==> config.mk <==
export PLATFORM = sky130hd
export DESIGN_NAME = interval_timer_channel_flat
export DESIGN_NICKNAME = d
export VERILOG_FILES = /design/src/design/itc_pkg.sv /design/src/design/itc_if.sv /design/src/design/interval_timer_channel.sv /design/src/flat_wrapper.sv
export VERILOG_INCLUDE_DIRS = /design/src /design/src/design
export SDC_FILE = /design/constraint.sdc
export NUM_CORES = 1
export LEC_CHECK = 0
export BUFFER_PORTS_ARGS = -buffer_cell sky130_fd_sc_hd__buf_2
export CAP_MARGIN = 5
export CORE_MARGIN = 1
export CORE_UTILIZATION = 55
export CTS_CLUSTER_DIAMETER = 150
export DETAILED_ROUTE_END_ITERATION = 10
export GPL_TIMING_DRIVEN = 0
export PLACE_DENSITY = 0.73
export SETUP_SLACK_MARGIN = 0.02
export SLEW_MARGIN = 20
export SYNTH_ARGS = -nofsm -noshare
export SYNTH_HDL_FRONTEND = slang
export SYNTH_SLANG_ARGS = --single-unit
==> constraint.sdc <==
create_clock -name clk -period 4.2 [get_ports clk]
set_input_delay 0.42 -clock clk [delete_from_list [all_inputs] [get_ports clk]]
set_output_delay 0.42 -clock clk [all_outputs]
set_load 0.005 [all_outputs]
==> src/design/assert_macros.svh <==
// assertion macros used by interval_timer_channel
// expects clk and rst_n in the scope of each use
`ifndef ASSERT_MACROS_SVH
`define ASSERT_MACROS_SVH

// same-cycle implication, disabled while in reset
`define ITC_ASSERT_SAME(label, cond, prop, msg) \
  label: assert property (@(posedge clk) disable iff (!rst_n) (cond) |-> (prop)) \
    else $error(msg);

// next-cycle implication, disabled while in reset
`define ITC_ASSERT_NEXT(label, cond, prop, msg) \
  label: assert property (@(posedge clk) disable iff (!rst_n) (cond) |=> (prop)) \
    else $error(msg);

`endif

==> src/design/itc_pkg.sv <==
// types, codes and helpers for the interval timer channel
// no dependencies
package itc_pkg;

  localparam int unsigned CmdW   = 2;
  localparam int unsigned ByteW  = 8;
  localparam int unsigned CountW = 16;

  typedef enum logic [1:0] {
    CMD_CTRL_WR = 2'd0,
    CMD_DATA_WR = 2'd1,
    CMD_DATA_RD = 2'd2,
    CMD_TICK    = 2'd3
  } cmd_t;

  typedef enum logic [1:0] {
    ACC_LATCH = 2'd0,
    ACC_LO    = 2'd1,
    ACC_HI    = 2'd2,
    ACC_LOHI  = 2'd3
  } access_t;

  typedef enum logic [1:0] {
    MODE_CNT  = 2'd0,
    MODE_RATE = 2'd2,
    MODE_SQR  = 2'd3
  } mode_t;

  localparam logic [1:0] ChanSel0 = 2'b00;

  // modes 1, 4, 5 count like mode 0; 6 and 7 alias 2 and 3
  function automatic mode_t eff_mode(input logic [2:0] m);
    mode_t r;
    case (m)
      3'd2, 3'd6: r = MODE_RATE;
      3'd3, 3'd7: r = MODE_SQR;
      default:    r = MODE_CNT;
    endcase
    return r;
  endfunction

endpackage

==> src/design/itc_if.sv <==
// valid/ready channel interfaces for the interval timer channel
// depends on itc_pkg
interface itc_in_if;
  logic                       valid;
  logic                       ready;
  logic [itc_pkg::CmdW-1:0]   command;
  logic [itc_pkg::ByteW-1:0]  write_data;

  modport source (output valid, output command, output write_data, input ready);
  modport sink   (input valid, input command, input write_data, output ready);
endinterface

interface itc_out_if;
  logic                       valid;
  logic                       ready;
  logic [itc_pkg::ByteW-1:0]  read_data;
  logic                       out_level;
  logic                       irq_pulse;

  modport source (output valid, output read_data, output out_level, output irq_pulse,
                  input ready);
  modport sink   (input valid, input read_data, input out_level, input irq_pulse,
                  output ready);
endinterface

==> src/design/interval_timer_channel.sv <==
// interval timer channel: one 8254-style counter with command, data and tick items
// depends on itc_pkg, itc_if.sv and assert_macros.svh
//
//   channel  | dir | payload                           | handshake
//   in_if    | in  | command, write_data                | valid / ready
//   out_if   | out | read_data, out_level, irq_pulse   | valid / ready
//
// one item per cycle sustained while out_if does not stall the result
// input register feeds decode and counter update, result register drives out_if
// rst_n is synchronous; clears both stage valids and all counter state
// a stalled result holds; the input register still takes one more item if it is empty
`include "assert_macros.svh"

module interval_timer_channel (
  input  logic      clk,
  input  logic      rst_n,
  itc_in_if.sink    in_if,
  itc_out_if.source out_if
);

  // input register
  logic                          s1_valid_r;
  itc_pkg::cmd_t                 s1_cmd_r;
  logic [itc_pkg::ByteW-1:0]     s1_data_r;

  // result register
  logic                          out_valid_r;
  logic [itc_pkg::ByteW-1:0]     out_rd_r;
  logic                          out_level_r;
  logic                          out_irq_r;

  // channel state
  logic [itc_pkg::CountW-1:0]    reload_r, reload_nxt;
  logic [itc_pkg::CountW-1:0]    counter_r, counter_nxt;
  logic [itc_pkg::CountW-1:0]    latched_r, latched_nxt;
  logic                          latch_valid_r, latch_valid_nxt;
  logic                          wr_high_r, wr_high_nxt;
  logic                          rd_high_r, rd_high_nxt;
  itc_pkg::mode_t                mode_r, mode_nxt;
  itc_pkg::access_t              access_r, access_nxt;
  logic                          pin_r, pin_nxt;
  logic                          armed_r, armed_nxt;

  logic                          adv;
  logic                          proc;
  logic                          arm;
  itc_pkg::access_t              cmd_acc;
  logic [itc_pkg::CountW-1:0]    src;
  logic [itc_pkg::CountW-1:0]    dec1;
  logic [itc_pkg::CountW-1:0]    dec2;
  logic [itc_pkg::ByteW-1:0]     rd_nxt;

  assign adv         = !out_valid_r || out_if.ready;
  assign proc        = s1_valid_r && adv;
  assign in_if.ready = !s1_valid_r || adv;

  assign cmd_acc = itc_pkg::access_t'(s1_data_r[5:4]);
  assign src     = latch_valid_r ? latched_r : counter_r;
  assign dec1    = counter_r - 16'd1;
  assign dec2    = counter_r - 16'd2;

  always_comb begin
    reload_nxt      = reload_r;
    counter_nxt     = counter_r;
    latched_nxt     = latched_r;
    latch_valid_nxt = latch_valid_r;
    wr_high_nxt     = wr_high_r;
    rd_high_nxt     = rd_high_r;
    mode_nxt        = mode_r;
    access_nxt      = access_r;
    pin_nxt         = pin_r;
    armed_nxt       = armed_r;
    arm             = 1'b0;
    rd_nxt          = '0;

    if (proc) begin
      unique case (s1_cmd_r)
        itc_pkg::CMD_CTRL_WR: begin
          if (s1_data_r[7:6] == itc_pkg::ChanSel0) begin
            if (cmd_acc == itc_pkg::ACC_LATCH) begin
              if (!latch_valid_r) begin
                latched_nxt     = counter_r;
                latch_valid_nxt = 1'b1;
              end
            end else begin
              mode_nxt        = itc_pkg::eff_mode(s1_data_r[3:1]);
              access_nxt      = cmd_acc;
              wr_high_nxt     = 1'b0;
              rd_high_nxt     = 1'b0;
              latch_valid_nxt = 1'b0;
              armed_nxt       = 1'b0;
              pin_nxt         = (mode_nxt != itc_pkg::MODE_CNT);
            end
          end
        end
        itc_pkg::CMD_DATA_WR: begin
          case (access_r)
            itc_pkg::ACC_LO: begin
              reload_nxt = {8'h00, s1_data_r};
              arm        = 1'b1;
            end
            itc_pkg::ACC_HI: begin
              reload_nxt = {s1_data_r, 8'h00};
              arm        = 1'b1;
            end
            default: begin
              if (!wr_high_r) begin
                reload_nxt  = {reload_r[15:8], s1_data_r};
                wr_high_nxt = 1'b1;
              end else begin
                reload_nxt  = {s1_data_r, reload_r[7:0]};
                wr_high_nxt = 1'b0;
                arm         = 1'b1;
              end
            end
          endcase
          if (arm) begin
            armed_nxt = 1'b1;
            case (mode_r)
              itc_pkg::MODE_SQR: begin
                counter_nxt = {reload_nxt[15:1], 1'b0};
                pin_nxt     = 1'b1;
              end
              itc_pkg::MODE_RATE: begin
                counter_nxt = reload_nxt;
                pin_nxt     = 1'b1;
              end
              default: begin
                counter_nxt = reload_nxt;
                pin_nxt     = 1'b0;
              end
            endcase
          end
        end
        itc_pkg::CMD_DATA_RD: begin
          case (access_r)
            itc_pkg::ACC_LO: begin
              rd_nxt          = src[7:0];
              latch_valid_nxt = 1'b0;
            end
            itc_pkg::ACC_HI: begin
              rd_nxt          = src[15:8];
              latch_valid_nxt = 1'b0;
            end
            default: begin
              if (!rd_high_r) begin
                rd_nxt      = src[7:0];
                rd_high_nxt = 1'b1;
              end else begin
                rd_nxt          = src[15:8];
                rd_high_nxt     = 1'b0;
                latch_valid_nxt = 1'b0;
              end
            end
          endcase
        end
        itc_pkg::CMD_TICK: begin
          if (armed_r) begin
            case (mode_r)
              itc_pkg::MODE_RATE: begin
                if (dec1 == '0) begin
                  counter_nxt = reload_r;
                  pin_nxt     = 1'b1;
                end else begin
                  counter_nxt = dec1;
                  pin_nxt     = (dec1 != 16'd1);
                end
              end
              itc_pkg::MODE_SQR: begin
                if (dec2 == '0) begin
                  counter_nxt = {reload_r[15:1], 1'b0};
                  pin_nxt     = !pin_r;
                end else begin
                  counter_nxt = dec2;
                end
              end
              default: begin
                counter_nxt = dec1;
                if (dec1 == '0) begin
                  pin_nxt = 1'b1;
                end
              end
            endcase
          end
        end
        default: begin
        end
      endcase
    end
  end

  always_ff @(posedge clk) begin
    if (!rst_n) begin
      s1_valid_r    <= 1'b0;
      out_valid_r   <= 1'b0;
      reload_r      <= '0;
      counter_r     <= '0;
      latched_r     <= '0;
      latch_valid_r <= 1'b0;
      wr_high_r     <= 1'b0;
      rd_high_r     <= 1'b0;
      mode_r        <= itc_pkg::MODE_CNT;
      access_r      <= itc_pkg::ACC_LOHI;
      pin_r         <= 1'b0;
      armed_r       <= 1'b0;
    end else begin
      if (in_if.ready) begin
        s1_valid_r <= in_if.valid;
      end
      if (adv) begin
        out_valid_r <= s1_valid_r;
      end
      reload_r      <= reload_nxt;
      counter_r     <= counter_nxt;
      latched_r     <= latched_nxt;
      latch_valid_r <= latch_valid_nxt;
      wr_high_r     <= wr_high_nxt;
      rd_high_r     <= rd_high_nxt;
      mode_r        <= mode_nxt;
      access_r      <= access_nxt;
      pin_r         <= pin_nxt;
      armed_r       <= armed_nxt;
    end
  end

  always_ff @(posedge clk) begin
    if (in_if.valid && in_if.ready) begin
      s1_cmd_r  <= itc_pkg::cmd_t'(in_if.command);
      s1_data_r <= in_if.write_data;
    end
    if (proc) begin
      out_rd_r    <= rd_nxt;
      out_level_r <= pin_nxt;
      out_irq_r   <= !pin_r && pin_nxt;
    end
  end

  assign out_if.valid     = out_valid_r;
  assign out_if.read_data = out_rd_r;
  assign out_if.out_level = out_level_r;
  assign out_if.irq_pulse = out_irq_r;

  `ITC_ASSERT_SAME(a_irq_level, out_valid_r && out_irq_r, out_level_r,
                   "irq pulse without high output")
  `ITC_ASSERT_NEXT(a_rd_zero, proc && s1_cmd_r != itc_pkg::CMD_DATA_RD, out_rd_r == '0,
                   "read data nonzero on a non-read transfer")
  `ITC_ASSERT_NEXT(a_idle_tick, proc && s1_cmd_r == itc_pkg::CMD_TICK && !armed_r,
                   $stable(counter_r) && $stable(pin_r), "unarmed tick changed the count")
  `ITC_ASSERT_NEXT(a_mode_disarm,
                   proc && s1_cmd_r == itc_pkg::CMD_CTRL_WR &&
                   s1_data_r[7:6] == itc_pkg::ChanSel0 && cmd_acc != itc_pkg::ACC_LATCH,
                   !armed_r && !latch_valid_r, "mode write left counter armed or latched")
  `ITC_ASSERT_NEXT(a_no_proc_hold, !proc, $stable(counter_r) && $stable(reload_r),
                   "counter state moved without a processed item")

endmodule
==> src/flat_wrapper.sv <==
// flat-port wrapper written by rule: the top's interface ports become plain ports
module interval_timer_channel_flat 
  (clk, rst_n, in_if_valid, in_if_command, in_if_write_data, in_if_ready, out_if_valid, out_if_read_data, out_if_out_level, out_if_irq_pulse, out_if_ready);
  itc_in_if in_if_i ();
  itc_out_if out_if_i ();
  input  logic clk;
  input  logic rst_n;
  input wire logic [$bits(in_if_i.valid)-1:0] in_if_valid;
  input wire logic [$bits(in_if_i.command)-1:0] in_if_command;
  input wire logic [$bits(in_if_i.write_data)-1:0] in_if_write_data;
  output wire logic [$bits(in_if_i.ready)-1:0] in_if_ready;
  output wire logic [$bits(out_if_i.valid)-1:0] out_if_valid;
  output wire logic [$bits(out_if_i.read_data)-1:0] out_if_read_data;
  output wire logic [$bits(out_if_i.out_level)-1:0] out_if_out_level;
  output wire logic [$bits(out_if_i.irq_pulse)-1:0] out_if_irq_pulse;
  input wire logic [$bits(out_if_i.ready)-1:0] out_if_ready;
  assign in_if_i.valid = in_if_valid;
  assign in_if_i.command = in_if_command;
  assign in_if_i.write_data = in_if_write_data;
  assign in_if_ready = in_if_i.ready;
  assign out_if_valid = out_if_i.valid;
  assign out_if_read_data = out_if_i.read_data;
  assign out_if_out_level = out_if_i.out_level;
  assign out_if_irq_pulse = out_if_i.irq_pulse;
  assign out_if_i.ready = out_if_ready;
  interval_timer_channel u_core (.clk(clk), .rst_n(rst_n), .in_if(in_if_i), .out_if(out_if_i));
endmodule
Word-level counts from Yosys, hierarchy flattened
Index checks and enable logic that the tools add are counted.
{"block": "word_totals", "latch_bits": 0, "regBits": 79, "out_inout_bits": 12, "input_bits": 14, "memories": 0, "mem_bits_ro": 0, "ramBits": 0}
{"block": "op_classes", "shifts": 0, "n_mul": 0, "n_eq_ne": 19, "mux": 47, "n_lt_le_gt_ge": 0, "n_reduce_logical": 29, "bitwise_logic": 1, "div_mod_pow": 0, "add_sub_neg": 2}
{"op": "2-to-1 mux 16 bit", "count": 6}
{"op": "one-hot mux 16 bit (2 select lines)", "count": 3}
{"op": "zero test 16 bit", "count": 2}
{"op": "2-to-1 mux 1 bit", "count": 25}
{"op": "inequality test 16 x 1 -> 1 bit, second input constant", "count": 1}
{"op": "one-hot mux 8 bit (2 select lines)", "count": 1}
{"op": "AND reduction 4 bit", "count": 4}
{"op": "subtractor 16 x 1 -> 16 bit, second input constant", "count": 1}
{"op": "subtractor 16 x 2 -> 16 bit, second input constant", "count": 1}
{"op": "AND reduction 5 bit", "count": 3}
{"op": "== test 2 bit, second input constant", "count": 5}
{"op": "one-hot mux 1 bit (2 select lines)", "count": 5}
{"op": "2-to-1 mux 2 bit", "count": 4}
{"op": "2-to-1 mux 8 bit", "count": 1}
{"op": "nonzero test 2 bit", "count": 4}
{"op": "OR reduction 2 bit", "count": 4}
{"op": "== test 3 x 2 -> 1 bit, second input constant", "count": 2}
{"op": "== test 3 bit, second input constant", "count": 2}
{"op": "zero test 2 bit", "count": 3}
{"op": "inequality test 2 x 1 -> 1 bit, second input constant", "count": 3}
{"op": "inequality test 2 bit, second input constant", "count": 3}
{"op": "== test 2 x 1 -> 1 bit, second input constant", "count": 2}
{"op": "one-hot mux 2 bit (2 select lines)", "count": 1}
{"op": "logical AND 1 bit", "count": 3}
{"op": "6 further kinds", "count": 9}

Depth between registers and ports, before layout
Gate-level depths: netlist of the first run.
{"block": "logic_depth", "ltp_word": 13, "depth_mapped": 11}

Worst setup path after synthesis of the first run
No wires, ideal clock.
{"block": "synth_timing", "path_kind": "reg-to-reg", "from": "register u_core.counter_r[0] (netlist bit)", "to": "register u_core.counter_r[11] (netlist bit)", "arrival_time_ps": 2940, "path_buffers": 2, "path_slack_ps": 1169, "stages_incl_launch_ff": 12, "setup_time_ps": 91, "path_cell_list": "dfxtp_1 -> buf_2 -> inv_1 -> ha_1 -> or4b_1 -> nor4_1 -> xor2_1 -> or4_1 -> clkbuf_1 -> nor2_1 -> o21ai_2 -> a311oi_1"}
{"block": "synth_via", "elab_chain_cells": 6, "word_cells_on_any_way": 9}
{"item": "start, declared", "line": "interval_timer_channel.sv:34", "rtl": "logic [itc_pkg::CountW-1:0] counter_r, counter_nxt;"}
{"item": "start signal, assigned", "line": "interval_timer_channel.sv:214", "rtl": "counter_r <= counter_nxt;"}
{"item": "subtractor 16 x 2 -> 16 bit / subtractor 16 x 1 -> 16 bit (equally long branches)", "line": "interval_timer_channel.sv:60, interval_timer_channel.sv:59"}
{"item": "zero test 16 bit (on tied branches)", "line": "interval_timer_channel.sv:170, interval_timer_channel.sv:161"}
{"item": "2-to-1 mux 16 bit (on tied branches)", "line": "interval_timer_channel.sv:170, interval_timer_channel.sv:161"}
{"item": "one-hot mux 16 bit (2 select lines) (*)", "line": "interval_timer_channel.sv:159", "rtl": "case (mode_r)"}
{"item": "2-to-1 mux 16 bit (*)", "line": "interval_timer_channel.sv:158", "rtl": "if (armed_r) begin"}
{"item": "one-hot mux 16 bit (2 select lines) (*)", "line": "interval_timer_channel.sv:77", "rtl": "unique case (s1_cmd_r)"}
Mark *: on every way between the ends. The rest lies on a longest branch, timed or not. The select of a mux whose other input is x is not followed.
A chain may end at the register's enable or synchronous reset.

Final worst setup path of the first run
Same ends and word-level chain as after synthesis.

==> results of run 1 <==
==> registers in the layout, indices dropped and copies added (netlist names) <==
name and count:
u_core.access_r 2, u_core.armed_r 1, u_core.counter_r 16, u_core.latch_valid_r 1, u_core.latched_r 16, u_core.mode_r 2
u_core.out_if.irq_pulse 1, u_core.out_if.out_level 1, u_core.out_if.read_data 8, u_core.out_if.valid 1, u_core.pin_r 1, u_core.rd_high_r 1
u_core.reload_r 16, u_core.s1_cmd_r 2, u_core.s1_data_r 8, u_core.s1_valid_r 1, u_core.wr_high_r 1
==> worst max-delay path by stage <==
stage	endpoint	cells past startpoint
after floorplan	u_core.counter_r[11]	11
after global placement	u_core.counter_r[12]	11
after detailed placement	u_core.counter_r[11]	11
after CTS	u_core.counter_r[11]	11
after global routing	u_core.counter_r[10]	11
final	u_core.counter_r[11]	11
==> per-stage QoR <==
stage / instance area (um^2) / hold WS (ns)
3_3_place_gp: 5330 / 0.468
2_1_floorplan: 5060 / 0.454
5_1_grt: 5550 / 0.213
3_5_place_dp: 5330 / 0.478
4_1_cts: 5550 / 0.217
6_report: 5550 / 0.213
==> Yosys cell counts (17+ instances only) <==
| cell | instances | area share, % |
|---|---|---|
| nor3_1 | 17 | 1.7 |
| a21oi_1 | 38 | 3.8 |
| o21ai_0 | 30 | 3.0 |
| nand2_1 | 34 | 2.5 |
| nand3_1 | 23 | 2.3 |
| a211oi_1 | 32 | 4.7 |
| o211ai_1 | 17 | 2.5 |
| inv_1 | 21 | 1.6 |
| clkbuf_1 | 43 | 3.2 |
| nor2_1 | 72 | 5.3 |
| dfxtp_1 | 59 | 23 |
| edfxtp_1 | 20 | 12 |
| nor4_1 | 17 | 2.1 |
| mux2i_1 | 28 | 5.5 |
==> power by group <==
group	internal (mW)	switching, mW
logic	0.0741	0.133
clock network	0.340	0.323
registers	0.799	0.0186
==> per-layer routing <==
metal  GRT usage, %  up-vias
met5              0        -
met4           13.6        0
met3           6.30       55
met2           53.1      300
met1           47.6     2387
li1               -     2360
==> cells by family after synthesis <==
group	share of synthesized area, %
adders and majority gates	1.98
buffers and inverters	5.81
xor gates and xnor gates	3.11
muxes	7.98
DFF	35.2
and+or+nand+nor	21.6
AOI/OAI and AO/OA	24.4
==> area by class of cell <==
cell class / count / area share [%]
multi-input combinational: 459 / 53.9
sequential: 79 / 32.1
buffer: 52 / 3.81
tap: 108 / 2.43
clock buffer: 10 / 2.30
timing repair buffer: 25 / 2.25
clock inverter: 6 / 1.69
inverter: 22 / 1.49
==> flow_metrics.py, run 1 <==
metrics = {
    "synthesis": {
        "syn_nets": 634,
        "synth_edf_count": 20,
        "netlist-cell-type-count": 64,
        "dominantRegCellSynth": "dfxtp_1",
        "avgSynthCellArea_um2": 8.28,
        "synth.cell_area_mm2": 0.00506,
        "ys_ff_latch": 79,
        "yosysWarnings": 0,
        "async_reset_ff_share_pct": 0,
        "synth_seq_area_share_pct": 35.2,
        "synth_cells": 612,
    },
    "timing": {
        "setup_ws_ns": 0.410,
        "fin_crit_sh_pct": 90.2,
        "worstMarginPinSlew_ns": 0.980,
        "setup_viol": 0,
        "timing.slew.headroom_pct": 34.1,
        "final-max-slew-violation-count": 0,
        "clock_skew_ns": 0.0194,
        "post-route-min-period_ns": 3.79,
        "finalHoldViolations": 0,
        "max_freq_mhz": 264,
        "tns_ns": 0,
        "rsz0062_at_grt": "false",
    },
    "drt": {
        "wl_met3_um": 1650,
        "drt-total-wl_um": 16100,
        "viasPerCell": 6.70,
        "first_iter_violations": 463,
        "wl_met2_um": 7060,
        "antenna_left": 0,
        "wl_per_cell_um": 21.2,
        "m1WireLength_um": 6800,
        "drtPass1Iterations": 8,
        "drc_errors": 1,
        "via_count": 5102,
        "routed.top_layer": "met4",
    },
    "critical_path": {
        "worst-path-buf-inv": 3,
        "worst-r2r-setup-slack_ns": 0.41,
        "rr_startpoint": "u_core.counter_r[0]",
        "cp_slowest_cell": "or4b_1",
        "worstReg2RegEnd": "u_core.counter_r[11]",
        "cp-startpoint": "u_core.counter_r[0]",
        "cp_cell_sequence": "buf_2 -> inv_1 -> ha_1 -> or4b_1 -> nor4_1 -> xor2_1 -> or4_1 -> clkbuf_1 -> nor2_1 -> o21ai_2 -> a311oi_1",
        "cp.arrival_ns": 4.08,
        "cp_max_fo": 10,
        "critPathKind": "reg -> reg",
        "rr_worst_depth": 11,
        "start_kind": "flop",
        "end_kind": "flop",
        "slowest_delay_ns": 0.56,
        "cp.required_ns": 4.49,
        "cp_top_family": "simple AND/OR/NAND/NOR gates",
    },
    "clock_network": {
        "cts_resized": 0,
        "cts_tree": "built",
        "hold_buffers": 0,
        "clock_path_buffers": 2,
        "numClockSinks": 79,
        "cts.clk_slew.worst_paths_ns": 0.10,
        "root_buffer": "clkbuf_8",
        "cts_made_buffers": 9,
        "cts_setup_buffers": 0,
        "clock_latency_ns": 0.38,
        "h-tree-depth": 3,
    },
    "floorplanning": {
        "rows": 34,
        "dieArea_mm2": 0.00960,
        "die_h_um": 98.0,
        "core_area_mm2": 0.00881,
        "initial_core_util_pct": 57.5,
        "chipWidth_um": 98.0,
        "io_pins": 26,
    },
    "run_status": {
        "status": "finished with violations",
        "violations": "DRC",
    },
    "hold_path": {
        "hp-class": "in -> reg",
        "min_path_cells": 1,
        "hold_start": "in_if_command[0]",
        "whs_endpoint": "u_core.s1_cmd_r[0]",
    },
    "finish": {
        "area_growth_syn_to_layout_pct": 9.61,
        "multi_input_area_mm2": 0.00299,
        "layout.area.seq_mm2": 0.00178,
        "final_cells": 761,
        "layout-drive-gt1-share_pct": 9.95,
        "fin_nets": 670,
        "postLayoutCoreUtil_pct": 63.0,
        "final_cell_mix": "nor2_1, dfxtp_1, clkbuf_1",
        "layout_commonest_cell": "nor2_1",
        "n_fill_cell": 811,
        "num_antenna_cells": 0,
    },
    "global_routing": {
        "antenna_found_initial": 0,
        "grt.total_usage_pct": 34.4,
        "gr-total-overflow": 0,
        "grt_max_degree": 15,
        "grt_pass1_wl_um": 25500,
        "grt_pass1_vias": 4696,
    },
    "place": {
        "dpl_worst_slack_ns": 0.539,
        "gp_congestion": 1.02,
        "dp_hpwl_um": 11800,
        "portBuffers": 25,
        "dp_cells": 745,
    },
    "job": {
        "maxCapViolCount": 0,
    },
    "power": {
        "p_per_area_mw_per_mm2": 304,
        "ir_drop_mv": 0.197,
        "p_leak_nw": 1.95,
        "power.total_mw": 1.69,
    },
}
Note: power is estimated with default switching activity, not from simulation.
==> run 2, diff against run 1 <==
Settings changed: CORE_UTILIZATION 55 to 40, GPL_TIMING_DRIVEN 0 to default, PLACE_DENSITY 0.73 to default.
==> flow_metrics.py, run 2 (same netlist as run 1, synthesis figures left out) <==
metrics = {
    "finish": {
        "layout-drive-gt1-share_pct": 11.3,
        "layout_commonest_cell": "nor2_1",
        "reg_top3": "u_core.counter_r (16), u_core.latched_r (16), u_core.reload_r (16)",
        "num_antenna_cells": 0,
        "postLayoutCoreUtil_pct": 45.5,
        "final_cell_mix": "nor2_1, dfxtp_1, a21oi_1",
        "final_cells": 779,
        "area_growth_syn_to_layout_pct": 9.24,
        "fin_area_mm2": 0.00553,
        "fin_nets": 628,
        "n_fill_cell": 1214,
    },
    "critical_path": {
        "end_kind": "flop",
        "rr_startpoint": "u_core.counter_r[0]",
        "cp.required_ns": 4.45,
        "crit_end": "u_core.counter_r[11]",
        "critPathKind": "reg -> reg",
        "cp_cell_sequence": "inv_1 -> ha_1 -> or4b_1 -> nor4_1 -> xor2_1 -> or4_1 -> nor2_1 -> o21ai_2 -> a311oi_1",
        "worstReg2RegEnd": "u_core.counter_r[11]",
        "cp-startpoint": "u_core.counter_r[0]",
        "worst-r2r-setup-slack_ns": 0.62,
        "cp_slowest_cell": "or4_1",
        "slowest_delay_ns": 0.69,
        "cp.arrival_ns": 3.84,
        "rr_worst_depth": 9,
        "cp_max_fo": 11,
        "start_kind": "flop",
    },
    "global_routing": {
        "grtUsageMet1_pct": 34.5,
        "grt.total_usage_pct": 25.5,
        "gr-total-overflow": 0,
        "use_met2_pct": 37.6,
        "grt_pass1_vias": 4401,
        "grt_pass1_wl_um": 25000,
        "grt_max_degree": 43,
        "met3_usage_pct": 6.03,
        "antenna_found_initial": 0,
        "grt.busiest_layer": "met2",
    },
    "clock_network": {
        "cts_resized": 0,
        "h-tree-depth": 3,
        "cts_made_buffers": 9,
        "numClockSinks": 79,
        "cts_setup_buffers": 0,
        "clock_latency_ns": 0.35,
        "hold_buffers": 0,
        "cts.clk_slew.worst_paths_ns": 0.06,
        "root_buffer": "clkbuf_16",
        "cts_tree": "built",
        "clock_path_buffers": 2,
    },
    "drt": {
        "via_count": 4799,
        "first_iter_violations": 512,
        "viasPerCell": 6.16,
        "antenna_left": 0,
        "drc_errors": 0,
        "drtPass1Iterations": 5,
        "drt-total-wl_um": 15900,
        "wl_per_cell_um": 20.4,
    },
    "timing": {
        "final-max-slew-violation-count": 0,
        "rsz0062_at_grt": "false",
        "setup_ws_ns": 0.615,
        "post-route-min-period_ns": 3.58,
        "fin_crit_sh_pct": 85.3,
        "tns_ns": 0,
        "worstMarginPinSlew_ns": 0.978,
        "max_freq_mhz": 279,
        "setup_viol": 0,
        "timing.hold.ws_ns": 0.245,
        "finalHoldViolations": 0,
        "clock_skew_ns": 0.00514,
        "timing.slew.headroom_pct": 34.7,
    },
    "power": {
        "power.total_mw": 1.74,
        "p_per_area_mw_per_mm2": 314,
        "power_switching_mw": 0.450,
        "pwr-share-clk_pct": 41.4,
        "p_comb_share_pct": 11.0,
        "p_int_mw": 1.29,
        "seqPwrFrac_pct": 47.6,
        "sw_frac_of_total_pct": 25.9,
        "p_leak_nw": 1.94,
        "ir_drop_mv": 0.248,
    },
    "floorplanning": {
        "io_pins": 26,
        "chipWidth_um": 115,
        "core_area_mm2": 0.0122,
        "rows": 40,
        "die_h_um": 115,
        "dieArea_mm2": 0.0131,
        "initial_core_util_pct": 41.6,
    },
    "place": {
        "gp_congestion": 0.965,
        "portBuffers": 25,
        "dpl_worst_slack_ns": 0.695,
        "placed_area_mm2": 0.00527,
        "dp_hpwl_um": 11300,
        "dp_cells": 763,
    },
    "hold_path": {
        "hp-class": "in -> reg",
        "min_path_cells": 1,
    },
    "run_status": {
        "status": "finished, final reports clean",
    },
    "job": {
        "maxCapViolCount": 0,
    },
}
[run 2: cell count changes in the layout (fill, tap and decap cells not counted)]
cell	change
buf_6	-2
buf_2	-1
inv_8	-1
buf_4	+10
clkbuf_1	-40
clkinv_2	+1
clkinv_4	-2
buf_1	-6
bufinv_16	-2
clkbuf_8	-8
clkbuf_16	+9
[run 2: worst min path at each step]
stage | startpoint | endpoint
finish | in_if_write_data[7] | u_core.s1_data_r[7]
CTS | in_if_write_data[7] | u_core.s1_data_r[7]
global route | in_if_write_data[7] | u_core.s1_data_r[7]
global placement | u_core.latched_r[8] | u_core.latched_r[8]
detailed placement | u_core.latched_r[8] | u_core.latched_r[8]
floorplan | u_core.latched_r[10] | u_core.latched_r[10]
[run 2: critical path: cells and delay by family (launching register included)]
family	cells	cell delay, ns
compound gates	2	0.38
xor+xnor	1	0.19
fa+ha+maj	1	0.22
buf+inv	1	0.20
flops	1	0.44
simple gates	4	2.05
[run 2: cell type report]
| class | instances | area, um^2 | area share (%) |
|---|---|---|---|
| clock inverters | 2 | 10.0 | 0.181 |
| inverters | 22 | 82.6 | 1.49 |
| well taps | 168 | 210 | 3.80 |
| clock buffers | 14 | 254 | 4.59 |
| multi-input cells | 459 | 2990 | 54.1 |
| flip-flops and latches | 79 | 1780 | 32.2 |
| repair buffers | 35 | 200 | 3.62 |
[run 2: metal layers]
layer  wire length, um  part of all wire, %
met4               608                  3.8
met1              7170                   45
met5                 0                    0
met3              1190                  7.5
met2              6890                   43
[run 2: power by group through the flow]
| stage | Sequential [mW] | Combinational, mW | Clock (mW) |
|---|---|---|---|
| after floorplan | 0.827 | 0.145 | 0 |
| after global placement | 0.842 | 0.187 | 0 |
| after detailed placement | 0.843 | 0.187 | 0 |
| after CTS | 0.826 | 0.188 | 0.729 |
| after global routing | 0.830 | 0.208 | 0.763 |
| final | 0.827 | 0.191 | 0.718 |
==> run 3, diff against run 2 <==
Settings changed: REMOVE_ABC_BUFFERS from default to 1.
==> flow_metrics.py, run 3 (same netlist as run 1, synthesis figures left out) <==
metrics = {
    "power": {
        "power_switching_mw": 0.471,
        "pwr-share-clk_pct": 44.4,
        "p_per_area_mw_per_mm2": 328,
        "ir_drop_mv": 0.305,
        "p_comb_share_pct": 10.5,
        "sw_frac_of_total_pct": 25.7,
        "seqPwrFrac_pct": 45.1,
        "p_int_mw": 1.36,
        "p_leak_nw": 1.97,
    },
    "floorplanning": {
        "die_h_um": 115,
        "initial_core_util_pct": 41.6,
        "chipWidth_um": 115,
        "core_area_mm2": 0.0122,
        "dieArea_mm2": 0.0131,
        "rows": 40,
        "io_pins": 26,
    },
    "place": {
        "gp_congestion": 0.974,
        "dp_hpwl_um": 11000,
        "dp_cells": 765,
        "portBuffers": 25,
        "dpl_worst_slack_ns": 0.545,
        "placed_area_mm2": 0.00528,
    },
    "finish": {
        "multi_input_area_mm2": 0.00299,
        "fin_area_mm2": 0.00559,
        "area_growth_syn_to_layout_pct": 10.4,
        "final_cells": 781,
        "final_cell_mix": "nor2_1, dfxtp_1, a21oi_1",
        "reg_top3": "u_core.counter_r (16), u_core.latched_r (16), u_core.reload_r (16)",
        "layout_commonest_cell": "nor2_1",
        "postLayoutCoreUtil_pct": 46.0,
        "num_antenna_cells": 0,
        "layout.area.seq_mm2": 0.00178,
        "fin_nets": 630,
        "n_fill_cell": 1218,
        "layout-drive-gt1-share_pct": 12.1,
    },
    "timing": {
        "finalHoldViolations": 0,
        "clock_skew_ns": 0.00691,
        "worstMarginPinSlew_ns": 0.936,
        "max_freq_mhz": 268,
        "setup_viol": 0,
        "timing.slew.headroom_pct": 37.5,
        "final-max-slew-violation-count": 0,
        "post-route-min-period_ns": 3.74,
        "tns_ns": 0,
        "setup_ws_ns": 0.464,
        "fin_crit_sh_pct": 89.0,
        "rsz0062_at_grt": "false",
    },
    "drt": {
        "first_iter_violations": 518,
        "drc_errors": 0,
        "viasPerCell": 6.12,
        "via_count": 4783,
        "wl_per_cell_um": 20.1,
        "antenna_left": 0,
        "drtPass1Iterations": 5,
        "drt-total-wl_um": 15700,
    },
    "clock_network": {
        "cts_resized": 0,
        "clock_latency_ns": 0.35,
        "numClockSinks": 79,
        "cts_setup_buffers": 0,
        "cts_made_buffers": 9,
        "cts.clk_slew.worst_paths_ns": 0.06,
        "h-tree-depth": 3,
        "clock_path_buffers": 2,
        "hold_buffers": 0,
        "root_buffer": "clkbuf_16",
        "cts_tree": "built",
    },
    "global_routing": {
        "grt_max_degree": 43,
        "grt.total_usage_pct": 25.6,
        "grt_pass1_vias": 4557,
        "grt_pass1_wl_um": 25300,
        "antenna_found_initial": 0,
        "gr-total-overflow": 0,
    },
    "critical_path": {
        "cp.required_ns": 4.47,
        "cp.arrival_ns": 4.00,
        "critPathKind": "reg -> reg",
        "cp_max_fo": 11,
        "start_kind": "flop",
        "end_kind": "flop",
        "worst-r2r-setup-slack_ns": 0.46,
    },
    "hold_path": {
        "hp-class": "in -> reg",
    },
    "run_status": {
        "status": "finished, final reports clean",
    },
    "job": {
        "maxCapViolCount": 0,
    },
}
==> run 3: worst max-delay path, cell delays in order, from the launching register on <==
cell,delay [ns]
dfxtp_1,0.45
inv_1,0.23
ha_1,0.23
or4b_1,0.50
nor4_1,0.26
xor2_1,0.18
or4_1,0.68
nor2_1,0.73
o21ai_2,0.12
a311oi_1,0.26
==> run 3: per-layer routing <==
layer	track usage, %	vias to the layer above	part of all wire (%)
met2	40.6	187	46
met5	0	-	0
met1	34.2	2292	46
li1	-	2278	-
met3	4.76	26	6.1
met4	10.3	0	2.0
==> run 3: final timing paths <==
check                             from                    to  cells past startpoint
setup reg to reg   u_core.counter_r[0]  u_core.counter_r[11]                      9
hold / removal        in_if_command[1]    u_core.s1_cmd_r[1]                      1
setup / recovery   u_core.counter_r[0]  u_core.counter_r[11]                      9
hold reg to reg   u_core.latched_r[15]  u_core.latched_r[15]                      2
==> run 3: area by class of cell <==
| cell class | count | area share, % |
|---|---|---|
| Timing Repair Buffer | 37 | 3.85 |
| Clock buffer | 11 | 4.52 |
| Sequential cell | 79 | 31.9 |
| Multi-Input combinational cell | 459 | 53.5 |
| Tap cell | 168 | 3.76 |
| Clock inverter | 5 | 0.985 |
| Inverter | 22 | 1.48 |
==> run 3: power by group through the flow <==
stage / clock, mW / sequential (mW) / combinational, mW
5_1_grt: 0.867 / 0.829 / 0.210
3_5_place_dp: 0 / 0.842 / 0.188
2_1_floorplan: 0 / 0.835 / 0.128
6_report: 0.813 / 0.827 / 0.193
4_1_cts: 0.836 / 0.826 / 0.190
3_3_place_gp: 0 / 0.842 / 0.189
==> run 3: per-stage QoR <==
stage | hold slack (ns) | total power, mW
CTS | 0.229 | 1.85
floorplan | 0.454 | 0.963
detailed placement | 0.484 | 1.03
finish | 0.237 | 1.83
global route | 0.231 | 1.91
global placement | 0.467 | 1.03
